## src/sv/bilinear_plasticity_return_map_core_defines.svh

```systemverilog
// Assertion macros shared by the return-map core.
`ifndef BILINEAR_PLASTICITY_RETURN_MAP_CORE_DEFINES_SVH
`define BILINEAR_PLASTICITY_RETURN_MAP_CORE_DEFINES_SVH

// Consequent must hold in the same cycle as the antecedent.
`define BPRM_ASSERT_NOW(label, clk, rst_n, ante, cons, msg) \
  label: assert property (@(posedge clk) disable iff (!rst_n) (ante) |-> (cons)) \
    else $error(msg);

// Consequent must hold in the cycle after the antecedent.
`define BPRM_ASSERT_NEXT(label, clk, rst_n, ante, cons, msg) \
  label: assert property (@(posedge clk) disable iff (!rst_n) (ante) |=> (cons)) \
    else $error(msg);

`endif

```

## src/sv/bprm_pkg.sv

```systemverilog
`default_nettype none

package bprm_pkg;

  localparam int MOD_W         = 32;   // moduli, yield stress, tangent
  localparam int INV_W         = 57;   // reciprocal of E+H, Q.56
  localparam int INV_FRAC_BITS = 56;
  localparam int STRAIN_W      = 32;
  localparam int STRESS_W      = 48;
  localparam int CFG_IDX_W     = 3;
  localparam int CFG_DATA_W    = 57;
  localparam int OUT_DATA_W    = STRESS_W + MOD_W + STRAIN_W + STRAIN_W;

  localparam logic signed [63:0] STRESS_MAX = 64'sh0000_7FFF_FFFF_FFFF;
  localparam logic signed [63:0] STRESS_MIN = -64'sh0000_8000_0000_0000;

  typedef enum logic [CFG_IDX_W-1:0] {
    CFG_YOUNG = 3'd0,
    CFG_YIELD = 3'd1,
    CFG_HARD  = 3'd2,
    CFG_INV   = 3'd3,
    CFG_PTAN  = 3'd4
  } cfg_idx_t;

  // operand pair for the shared multiplier
  typedef enum logic [2:0] {
    MSEL_TRIAL,   // |strain - plastic| * E
    MSEL_HARD,    // hardening_variable * H
    MSEL_INV_LO,  // excess * inv[31:0]
    MSEL_INV_HI,  // excess * inv[56:32]
    MSEL_CORR     // dg * E
  } mul_sel_t;

  typedef struct packed {
    logic     start;
    logic     mul_en;
    mul_sel_t mul_sel;
    logic     tmag_ld;
    logic     thr_ld;
    logic     cmp_ld;
    logic     acc_ld;
    logic     dg_ld;
    logic     upd_ld;
    logic     out_ld;
  } dp_cmd_t;

  typedef struct packed {
    logic over;   // trial magnitude above yield threshold
  } dp_sts_t;

endpackage

`default_nettype wire

```

## src/sv/bilinear_plasticity_return_map_core.sv

```systemverilog
// One strain is processed at a time: a new input is taken only once the controller is back
//   in idle, after the previous result has gone into the output register. The single shared
//   multiplier is stepped by the controller through its product chain.
// Reset (rst_n low, synchronous): controller idle, no pending result, plastic
//   strain and hardening cleared, configuration registers back to their defaults.
`default_nettype none

module bilinear_plasticity_return_map_core
  import bprm_pkg::*;
#(
  parameter int STRAIN_FRAC_BITS = 28   // strain fraction bits, 16 to 30
) (
  input  wire logic                  clk,
  input  wire logic                  rst_n,
  // strain input stream
  input  wire logic                  in_tvalid,
  output logic                       in_tready,
  input  wire logic [STRAIN_W-1:0]   in_tdata,    // [31:0] total_strain
  // result stream
  output logic                       out_tvalid,
  input  wire logic                  out_tready,
  output logic [OUT_DATA_W-1:0]      out_tdata,   // [47:0] stress, [79:48] tangent,
                                                  // [111:80] plastic_strain_out,
                                                  // [143:112] hardening_out
  output logic                       out_tuser,   // [0] yielded
  // configuration write port
  input  wire logic                  cfg_we,
  input  wire logic [CFG_IDX_W-1:0]  cfg_index,
  input  wire logic [CFG_DATA_W-1:0] cfg_data
);

  // Controller walks the step sequence:
  //   accept -> E*|d| -> H*alpha -> threshold -> compare
  //   yielding: excess*inv (low, high) -> clamp dg -> E*dg + state update
  //   -> result load into the output register (waits if it is still occupied)
  // The output register frees the input side as soon as a result is loaded.

  dp_cmd_t cmd;
  dp_sts_t sts;

  bprm_ctrl u_ctrl (
    .clk        (clk),
    .rst_n      (rst_n),
    .in_tvalid  (in_tvalid),
    .in_tready  (in_tready),
    .out_tvalid (out_tvalid),
    .out_tready (out_tready),
    .sts        (sts),
    .cmd        (cmd)
  );

  // Datapath: config registers, plastic state, shared multiplier, result register.
  bprm_dp #(
    .STRAIN_FRAC_BITS (STRAIN_FRAC_BITS)
  ) u_dp (
    .clk          (clk),
    .rst_n        (rst_n),
    .cfg_we       (cfg_we),
    .cfg_index    (cfg_index),
    .cfg_data     (cfg_data),
    .total_strain (in_tdata),
    .cmd          (cmd),
    .sts          (sts),
    .out_data     (out_tdata),
    .out_yielded  (out_tuser)
  );

endmodule

`default_nettype wire

```

## src/sv/bprm_ctrl.sv

```systemverilog
`default_nettype none
`include "bilinear_plasticity_return_map_core_defines.svh"

module bprm_ctrl
  import bprm_pkg::*;
(
  input  wire logic    clk,
  input  wire logic    rst_n,
  input  wire logic    in_tvalid,
  output logic         in_tready,
  output logic         out_tvalid,
  input  wire logic    out_tready,
  input  wire dp_sts_t sts,
  output dp_cmd_t      cmd
);

  typedef enum logic [3:0] {
    ST_IDLE,
    ST_MUL_T,
    ST_MUL_H,
    ST_THR,
    ST_CMP,
    ST_MUL_LO,
    ST_MUL_HI,
    ST_DG,
    ST_MUL_C,
    ST_OUT
  } state_t;

  state_t state_r, state_nxt;
  logic   out_valid_r, out_valid_nxt;
  logic   slot_free;

  assign in_tready  = (state_r == ST_IDLE);
  assign out_tvalid = out_valid_r;
  assign slot_free  = !out_valid_r || out_tready;

  always_comb begin
    cmd       = '0;
    cmd.mul_sel = MSEL_TRIAL;
    state_nxt = state_r;
    unique case (state_r)
      ST_IDLE: begin
        if (in_tvalid) begin
          cmd.start = 1'b1;
          state_nxt = ST_MUL_T;
        end
      end
      ST_MUL_T: begin
        cmd.mul_en  = 1'b1;
        cmd.mul_sel = MSEL_TRIAL;
        state_nxt   = ST_MUL_H;
      end
      ST_MUL_H: begin
        cmd.tmag_ld = 1'b1;
        cmd.mul_en  = 1'b1;
        cmd.mul_sel = MSEL_HARD;
        state_nxt   = ST_THR;
      end
      ST_THR: begin
        cmd.thr_ld = 1'b1;
        state_nxt  = ST_CMP;
      end
      ST_CMP: begin
        cmd.cmp_ld = 1'b1;
        state_nxt  = sts.over ? ST_MUL_LO : ST_OUT;
      end
      ST_MUL_LO: begin
        cmd.mul_en  = 1'b1;
        cmd.mul_sel = MSEL_INV_LO;
        state_nxt   = ST_MUL_HI;
      end
      ST_MUL_HI: begin
        cmd.acc_ld  = 1'b1;
        cmd.mul_en  = 1'b1;
        cmd.mul_sel = MSEL_INV_HI;
        state_nxt   = ST_DG;
      end
      ST_DG: begin
        cmd.dg_ld = 1'b1;
        state_nxt = ST_MUL_C;
      end
      ST_MUL_C: begin
        cmd.mul_en  = 1'b1;
        cmd.mul_sel = MSEL_CORR;
        cmd.upd_ld  = 1'b1;
        state_nxt   = ST_OUT;
      end
      ST_OUT: begin
        if (slot_free) begin
          cmd.out_ld = 1'b1;
          state_nxt  = ST_IDLE;
        end
      end
      default: state_nxt = ST_IDLE;
    endcase
  end

  always_comb begin
    out_valid_nxt = out_valid_r;
    if (cmd.out_ld) begin
      out_valid_nxt = 1'b1;
    end else if (out_tready) begin
      out_valid_nxt = 1'b0;
    end
  end

  always_ff @(posedge clk) begin
    if (!rst_n) begin
      state_r     <= ST_IDLE;
      out_valid_r <= 1'b0;
    end else begin
      state_r     <= state_nxt;
      out_valid_r <= out_valid_nxt;
    end
  end

  `BPRM_ASSERT_NEXT(a_busy_after_start, clk, rst_n, cmd.start, !in_tready, "input taken while busy")
  `BPRM_ASSERT_NEXT(a_load_shows, clk, rst_n, cmd.out_ld, out_tvalid, "loaded result not shown")
  `BPRM_ASSERT_NEXT(a_dg_then_update, clk, rst_n, cmd.dg_ld, cmd.upd_ld, "dg not applied to state")
  `BPRM_ASSERT_NEXT(a_over_starts_div, clk, rst_n, cmd.cmp_ld && sts.over, cmd.mul_en && (cmd.mul_sel == MSEL_INV_LO), "yield without correction")
  `BPRM_ASSERT_NEXT(a_elastic_no_update, clk, rst_n, cmd.cmp_ld && !sts.over, cmd.out_ld || !slot_free, "elastic step not finished")

endmodule

`default_nettype wire

```

## src/sv/bprm_dp.sv

```systemverilog
`default_nettype none

module bprm_dp
  import bprm_pkg::*;
#(
  parameter int STRAIN_FRAC_BITS = 28
) (
  input  wire logic                  clk,
  input  wire logic                  rst_n,
  input  wire logic                  cfg_we,
  input  wire logic [CFG_IDX_W-1:0]  cfg_index,
  input  wire logic [CFG_DATA_W-1:0] cfg_data,
  input  wire logic [STRAIN_W-1:0]   total_strain,
  input  wire dp_cmd_t               cmd,
  output dp_sts_t                    sts,
  output logic [OUT_DATA_W-1:0]      out_data,
  output logic                       out_yielded
);

  localparam int S      = STRAIN_FRAC_BITS;
  localparam int MAG_W  = 2 * MOD_W + 1 - S;         // trial magnitude, threshold, excess
  localparam int PROD_W = MAG_W + MOD_W;
  localparam int SUM_W  = PROD_W + MOD_W + 1;
  localparam int DG_SH  = INV_FRAC_BITS - S;
  localparam int SV_W   = MAG_W + 2;

  // configuration
  logic [MOD_W-1:0] young_r, yield_r, hard_r, ptan_r;
  logic [INV_W-1:0] inv_r;

  // material state
  logic [STRAIN_W-1:0] plastic_r;
  logic [STRAIN_W-1:0] hv_r;

  // working registers
  logic [STRAIN_W:0]  dmag_r;
  logic               neg_r;
  logic [PROD_W-1:0]  prod_r, acc_r;
  logic [MAG_W-1:0]   tmag_r, thr_r, excess_r;
  logic [MOD_W-1:0]   dg_r;
  logic               yld_r;

  // result registers
  logic [STRESS_W-1:0] stress_r;
  logic [MOD_W-1:0]    tangent_r;
  logic [STRAIN_W-1:0] pl_out_r, hv_out_r;
  logic                yielded_r;

  logic signed [STRAIN_W:0] diff;
  logic [MAG_W-1:0]         mul_a;
  logic [MOD_W-1:0]         mul_b;
  logic [PROD_W-1:0]        prod;
  logic [MAG_W-1:0]         prod_sh;
  logic [SUM_W-1:0]         sum;
  logic [MOD_W-1:0]         dg_nxt;
  logic signed [STRAIN_W+1:0] p_sum;
  logic [STRAIN_W-1:0]      p_nxt;
  logic [STRAIN_W:0]        h_sum;
  logic [MAG_W-1:0]         corr;
  logic signed [MAG_W:0]    smag;
  logic signed [SV_W-1:0]   sval;
  logic signed [63:0]       s64;
  logic [STRESS_W-1:0]      stress_nxt;

  assign diff = $signed({total_strain[STRAIN_W-1], total_strain})
              - $signed({plastic_r[STRAIN_W-1], plastic_r});

  always_comb begin
    unique case (cmd.mul_sel)
      MSEL_TRIAL: begin
        mul_a = MAG_W'(dmag_r);
        mul_b = young_r;
      end
      MSEL_HARD: begin
        mul_a = MAG_W'(hv_r);
        mul_b = hard_r;
      end
      MSEL_INV_LO: begin
        mul_a = excess_r;
        mul_b = inv_r[MOD_W-1:0];
      end
      MSEL_INV_HI: begin
        mul_a = excess_r;
        mul_b = MOD_W'(inv_r[INV_W-1:MOD_W]);
      end
      MSEL_CORR: begin
        mul_a = MAG_W'(dg_r);
        mul_b = young_r;
      end
      default: begin
        mul_a = '0;
        mul_b = '0;
      end
    endcase
  end

  assign prod    = PROD_W'(mul_a) * PROD_W'(mul_b);
  assign prod_sh = prod_r[S +: MAG_W];

  assign sts.over = tmag_r > thr_r;

  // excess * inv over two partial products, then >> (56 - S) with clamp
  assign sum    = SUM_W'({prod_r, {MOD_W{1'b0}}}) + SUM_W'(acc_r);
  assign dg_nxt = (|sum[SUM_W-1:DG_SH+MOD_W]) ? '1 : sum[DG_SH +: MOD_W];

  // state update with saturation
  always_comb begin
    if (neg_r) begin
      p_sum = $signed({{2{plastic_r[STRAIN_W-1]}}, plastic_r}) - $signed({2'b00, dg_r});
    end else begin
      p_sum = $signed({{2{plastic_r[STRAIN_W-1]}}, plastic_r}) + $signed({2'b00, dg_r});
    end
    if (p_sum[STRAIN_W+1:STRAIN_W-1] == 3'b000 || p_sum[STRAIN_W+1:STRAIN_W-1] == 3'b111) begin
      p_nxt = p_sum[STRAIN_W-1:0];
    end else if (p_sum[STRAIN_W+1]) begin
      p_nxt = {1'b1, {(STRAIN_W-1){1'b0}}};
    end else begin
      p_nxt = {1'b0, {(STRAIN_W-1){1'b1}}};
    end
  end

  assign h_sum = {1'b0, hv_r} + {1'b0, dg_r};

  // corrected stress, sign restore, 48-bit saturation
  assign corr = yld_r ? prod_sh : '0;
  assign smag = $signed({1'b0, tmag_r}) - $signed({1'b0, corr});
  assign sval = neg_r ? -SV_W'(smag) : SV_W'(smag);
  assign s64  = 64'(sval);

  always_comb begin
    if (s64 > STRESS_MAX) begin
      stress_nxt = STRESS_MAX[STRESS_W-1:0];
    end else if (s64 < STRESS_MIN) begin
      stress_nxt = STRESS_MIN[STRESS_W-1:0];
    end else begin
      stress_nxt = s64[STRESS_W-1:0];
    end
  end

  always_ff @(posedge clk) begin
    if (!rst_n) begin
      young_r   <= MOD_W'(256);
      yield_r   <= MOD_W'(256);
      hard_r    <= '0;
      inv_r     <= INV_W'(64'd281474976710656);
      ptan_r    <= '0;
      plastic_r <= '0;
      hv_r      <= '0;
    end else begin
      if (cfg_we) begin
        unique case (cfg_index)
          CFG_YOUNG: young_r <= cfg_data[MOD_W-1:0];
          CFG_YIELD: yield_r <= cfg_data[MOD_W-1:0];
          CFG_HARD:  hard_r  <= cfg_data[MOD_W-1:0];
          CFG_INV:   inv_r   <= cfg_data[INV_W-1:0];
          CFG_PTAN:  ptan_r  <= cfg_data[MOD_W-1:0];
          default: ;
        endcase
      end
      if (cmd.upd_ld) begin
        plastic_r <= p_nxt;
        hv_r      <= h_sum[STRAIN_W] ? '1 : h_sum[STRAIN_W-1:0];
      end
    end
  end

  always_ff @(posedge clk) begin
    if (cmd.start) begin
      neg_r  <= diff[STRAIN_W];
      dmag_r <= diff[STRAIN_W] ? 33'(-diff) : 33'(diff);
    end
    if (cmd.mul_en) begin
      prod_r <= prod;
    end
    if (cmd.tmag_ld) begin
      tmag_r <= prod_sh;
    end
    if (cmd.thr_ld) begin
      thr_r <= MAG_W'(yield_r) + prod_sh;
    end
    if (cmd.cmp_ld) begin
      excess_r <= tmag_r - thr_r;
      yld_r    <= sts.over;
    end
    if (cmd.acc_ld) begin
      acc_r <= prod_r;
    end
    if (cmd.dg_ld) begin
      dg_r <= dg_nxt;
    end
    if (cmd.out_ld) begin
      stress_r  <= stress_nxt;
      tangent_r <= yld_r ? ptan_r : young_r;
      pl_out_r  <= plastic_r;
      hv_out_r  <= hv_r;
      yielded_r <= yld_r;
    end
  end

  assign out_data    = {hv_out_r, pl_out_r, tangent_r, stress_r};
  assign out_yielded = yielded_r;

endmodule

`default_nettype wire

```

## config.mk

```make
export PLATFORM = sky130hd
export DESIGN_NAME = bilinear_plasticity_return_map_core
export DESIGN_NICKNAME = d
export VERILOG_FILES = /design/src/sv/bprm_pkg.sv /design/src/sv/bilinear_plasticity_return_map_core.sv /design/src/sv/bprm_ctrl.sv /design/src/sv/bprm_dp.sv
export VERILOG_INCLUDE_DIRS = /design/src /design/src/sv
export SDC_FILE = /design/constraint.sdc
export NUM_CORES = 2
export LEC_CHECK = 0
export ABC_AREA = 1
export CAP_MARGIN = 20
export CORE_MARGIN = 5
export CORE_UTILIZATION = 35
export CTS_CLUSTER_SIZE = 10
export DETAILED_ROUTE_END_ITERATION = 6
export DONT_BUFFER_PORTS = 1
export GPL_TIMING_DRIVEN = 0
export HOLD_SLACK_MARGIN = 0.15
export PLACE_DENSITY = 0.6
export SYNTH_ARGS = -nofsm -noshare
export SYNTH_HDL_FRONTEND = slang
export SYNTH_HIERARCHICAL = 1
export SYNTH_SLANG_ARGS = --single-unit
```

## constraint.sdc

```tcl
create_clock -name clk -period 8 [get_ports clk]
set_input_delay 1.2 -clock clk [delete_from_list [all_inputs] [get_ports clk]]
set_output_delay 1.2 -clock clk [all_outputs]
set_load 0.01 [all_outputs]
```

After elaboration in Yosys (flattened, before gate mapping)
Cells that the tools add are included.
Widths: inputs -> output; s select.

storage, ports and cells
  register bits = 715
  input bits = 97
  word-level logic and storage cells = 103

operators by class
  add/subtract/negate cells = 10
  multipliers = 1
  order comparisons = 3
  equal/unequal tests = 20
  multiplexer cells = 28
  reduce and logical (&&, ||, !) cells = 17

operator list
  cell                  number
  $mux 32               5
  $pmux 37 s4           1
  $pmux 32 s4           1
  $add 101x69->102      1
  $mul 37x32->69        1
  $gt 39x48->1 const B  1
  $lt 39x48->1 const B  1
  $mux 48               1
  $reduce_or 42->1      1
  $pmux 4 s10           1
  $mux 39               1
  $neg 38->39           1
  $sub 37x37->38        1
  $add 32x37->37        1
  $gt 37x37->1          1
  $mux 37               1
  $sub 37x37->37        1
  $add 32x33->34        1
  $mux 34               1
  $sub 32x33->34        1
  $add 32x32->33        1
  $neg 33->33           1
  $sub 32x32->33        1
  $pmux 4 s5            1
  18 further kinds      51

Depth between registers and ports, before layout
  depth in word-level cells = 6
  mapped depth = 44
  gate-level depth less buffers = 41

Modules after synthesis
Netlist, hierarchy kept.

by module, submodules not included
  module     instances  cells an instance  area an instance (um^2)  sequential area each (um^2)
  bprm_dp    1          10579              81449.4                  17747.0
  bprm_ctrl  1          63                 344.1                    100.1

Worst setup path after synthesis
Ideal clock, no wire load.

  path type = flip-flop to flip-flop
  start = register u_ctrl.state_r[0]
  end = register u_dp.prod_r[65] (data pin)
  library setup time = 0.262 ns
  data arrival time = 7.938 ns
  required time = 7.738 ns
  slack = -0.201 ns
  cell stages (with the launch flop) = 38
  path buffers = 3
  period minus slack after synthesis = 8.201 ns
  cells stage by stage = dfxtp_1 > inv_1 > nand2_1 > nand2_1 > nand2_1 > inv_1 > inv_1 > nor2_1 > buf_2 > nand2_1 > clkbuf_1 > o22ai_1 > nor2_1 > clkbuf_1 > nor2_1 > fa_1 > fa_1 > fa_1 > [... 2 more ...] > inv_1 > fa_1 > fa_1 > fa_1 > inv_1 > fa_1 > inv_1 > ha_1 > nand2_1 > nor2_1 > inv_1 > nor2_1 > inv_1 > nor2_1 > nand2_1 > o21ai_0 > a21oi_1 > xor2_1

RTL lines
  element                   RTL line          source
  start: declaration        bprm_ctrl.sv:30   state_t state_r, state_nxt;
  start signal: assignment  bprm_ctrl.sv:113  state_r <= state_nxt;
  end signal: assignment    bprm_dp.sv:173    prod_r <= prod;
  end: declaration          bprm_dp.sv:38     logic [PROD_W-1:0] prod_r, acc_r;

==> run metrics <==
status complete, but fails checks; top cells by area, synth fa_1 (26%), edfxtp_1 (16%), nand2_1 (11%); Slew @ Worst Pin 1210 ps; max-cap violations 0; crit path kind reg2reg; Yosys reg bits 679; internal power 13.4 mW; most common cell after layout, fill and taps aside nand2_1; cell mode on critical path fa_1; largest net degree at the start of global routing 97; post-DP HPWL 277000 um; maximum root-to-sink buffer count 3; Yosys cell types 53; violation count after the first detailed-routing iteration 7762; Overall Global Routing Usage 27.2%; final setup fails 47; Clk network pwr share 13.7%; worst setup margin -790 ps; die footprint 0.243 mm^2; Net Count, Synth 12300; Post-Route Utilization 41.8%; synthesized area 0.0818 mm^2; total gr overflow 0; combinational share of power 67.7%; worst vdd ir 0.000506 V; CP arrival 9270 ps; yosys warns 6; CTS Buf Count 84; WL/cell 24.1 um; clock root buffer clkbuf_16; share of layout cells above drive strength 1 12.2%; Hold Path Stages 2; Routed Antenna Nets 0; Worst-Skew Late Latency 710 ps; final hold slack 459 ps; die width 493 um; Mean Syn Cell Area 7.69 um^2; max incr delay on CP 610 ps; std cell rows 177; Pleak 45.9 nW; Num Clock Sinks 679; vias in the first global route 73100; Sw Share 50.5%; Sw Pwr 13.7 mW; fin crit share 110%; Reg power frac 18.6%; slowest CP cell fa_1; WP data required 8480 ps; failing checks DRC, setup timing; Power Dens Cells 279 mW/mm^2; Crit. path cell count 37; Hold Buf Count CTS 0; Mapped Cells 10600; commonest cells after routing, fill and taps aside nand2_1 (2307), inv_1 (2101), nor2_1 (1168); Worst-path clk slew 60 ps; CP Launch Type flip-flop; Die Ht 493 um; clock skew 43.0 ps; P&R area growth vs syn 18.7%; reg2reg path depth 37; initial antenna violation count 23; # DRC 7; critical path's top delay family adder cells; I/O Pins 244; ys flop type edfxtp_1; EDFF count, synth 425; Buffers on Ports 0; RD Place Congestion 1.04; ys async rst share 0%; Synth top area share 25.8%; largest area contributor in the netlist fa_1; Fin Setup TNS -23390 ps; vias per cell 5.28; CP bufs+invs 12; crit-path max FO 10; first-pass GRT wire length 489000 um; NumNets Final 12700; min Tclk post-route 8790 ps; CTS tree built; Max H-tree Level 3; RSZ-0062 raised after global routing yes; core region area 0.233 mm^2; drt first pass iters 7; Routed WL 341000 um; Peak Freq 114 MHz; fin. max-slew vios 0; vias 74800; register area share after synthesis 21.8%; Hold Path Class reg2reg; CP Capture Type flip-flop; Slew headroom 18.8%; Fin. Hold Viols 0; Initial Util 35.2%
[per-stage QoR]
stage                     std cells  setup slack [ps]  area, um^2  total power [mW]
after floorplan               10600             -4.35       81900              12.7
after global placement        13700             -4080       85700              17.9
after detailed placement      13700             -3210       86500              18.0
after CTS                     14000              -631       94200              24.2
after global routing          14200              -920       97100              28.3
final                         14200              -790       97100              27.1
[power groups by stage]
stage / registers [mW] / logic, mW / clock network, mW
floorplan: 4.63 / 8.11 / 0
global route: 5.01 / 19.4 / 3.93
global placement: 5.11 / 12.8 / 0
CTS: 5.01 / 15.5 / 3.77
finish: 5.03 / 18.3 / 3.71
detailed placement: 5.07 / 12.9 / 0
[worst paths after layout]
| path | startpoint | to | slack, ps |
|---|---|---|---|
| max | u_ctrl/state_r[2]$_SDFFE_PN0P_ | u_dp/prod_r[62]$_DFFE_PP_ | -790 |
| min | u_dp/hard_r[0]$_SDFFE_PN0P_ | u_dp/hard_r[0]$_SDFFE_PN0P_ | 460 |
| max reg2reg | u_ctrl/state_r[2]$_SDFFE_PN0P_ | u_dp/prod_r[62]$_DFFE_PP_ | -790 |
| min reg2reg | u_dp/hard_r[0]$_SDFFE_PN0P_ | u_dp/hard_r[0]$_SDFFE_PN0P_ | 460 |
[what timing repair did]
action | CTS | global route
hold endpoints to repair | 0 | 0
gates resized for setup | 1055 | 479
pin swaps | 153 | 209
endpoints found under the setup margin | 60 | 54
cloned | 3 | 8
buffers inserted | 167 | 114
[synth_stat cells, drive strengths merged (22+ instances only)]
| cell | count |
|---|---|
| o21ai | 517 |
| inv | 2215 |
| fa | 1053 |
| clkbuf | 218 |
| nor2 | 1340 |
| buf | 100 |
| dfxtp | 254 |
| nand4 | 80 |
| nand3 | 320 |
| nor4 | 25 |
| nand3b | 25 |
| ha | 511 |
| a21o | 40 |
| a21oi | 498 |
| xnor2 | 106 |
| edfxtp | 425 |
| a31oi | 65 |
| o22ai | 59 |
| clkinv | 22 |
| o21bai | 24 |
| xor2 | 197 |
| nor3 | 76 |
| nand2 | 2377 |
[worst reg2reg max path: cells and delay by family (launching register included)]
kind	cells	cell delay, ps
fa+ha+maj	9	4690
simple gates	13	1680
buf+inv	12	1330
flops	1	360
xor+xnor	1	270
compound gates	2	240
[flip-flops by register name (all words and copies together) (netlist names)]
| name | flops |
|---|---|
| u_dp/prod_r | 69 |
| u_dp/inv_r | 57 |
| u_dp/acc_r | 41 |
| u_dp/stress_r | 40 |
| u_dp/excess_r | 37 |
| u_dp/thr_r | 37 |
| u_dp/tmag_r | 37 |
| u_dp/dmag_r | 33 |
| u_dp/dg_r | 32 |
| u_dp/hard_r | 32 |
| u_dp/hv_out_r | 32 |
| u_dp/hv_r | 32 |
| u_dp/pl_out_r | 32 |
| u_dp/plastic_r | 32 |
| u_dp/ptan_r | 32 |
| u_dp/tangent_r | 32 |
| u_dp/yield_r | 32 |
| u_dp/young_r | 32 |
| u_ctrl/state_r | 4 |
| u_ctrl/out_tvalid | 1 |
| u_dp/neg_r | 1 |
| u_dp/out_yielded | 1 |
| u_dp/yld_r | 1 |
[layer usage]
layer  share of wire (%)  vias to the layer above  wire length, um  track usage [%]
li1                    -                    33600                -                -
met2                  42                     3897           145000             41.0
met5               0.035                        -              119                0
met1                  39                    36300           134000             35.2
met3                  11                     1024            37800             7.43
met4                 7.0                       16            24000             15.4
[kinds of logic after synthesis]
group	synth area share (%)
buf+inv	12.0
simple gates	20.9
flops	21.8
xor+xnor	3.24
fa+ha+maj	33.6
compound gates	8.52
[final cells by class]
class,count,area (um^2)
Tap cell,3043,3810
Antenna cell,20,50.0
Timing Repair inverter,1,8.76
Sequential cell,679,17900
Clock buffer,124,2330
Buffer,317,3250
Clock inverter,20,290
Fill cell,23500,135000
Multi-Input combinational cell,7409,57400
Timing Repair Buffer,325,3390
Inverter,2237,8700
No activity file was read; power rests on OpenSTA's default activity.
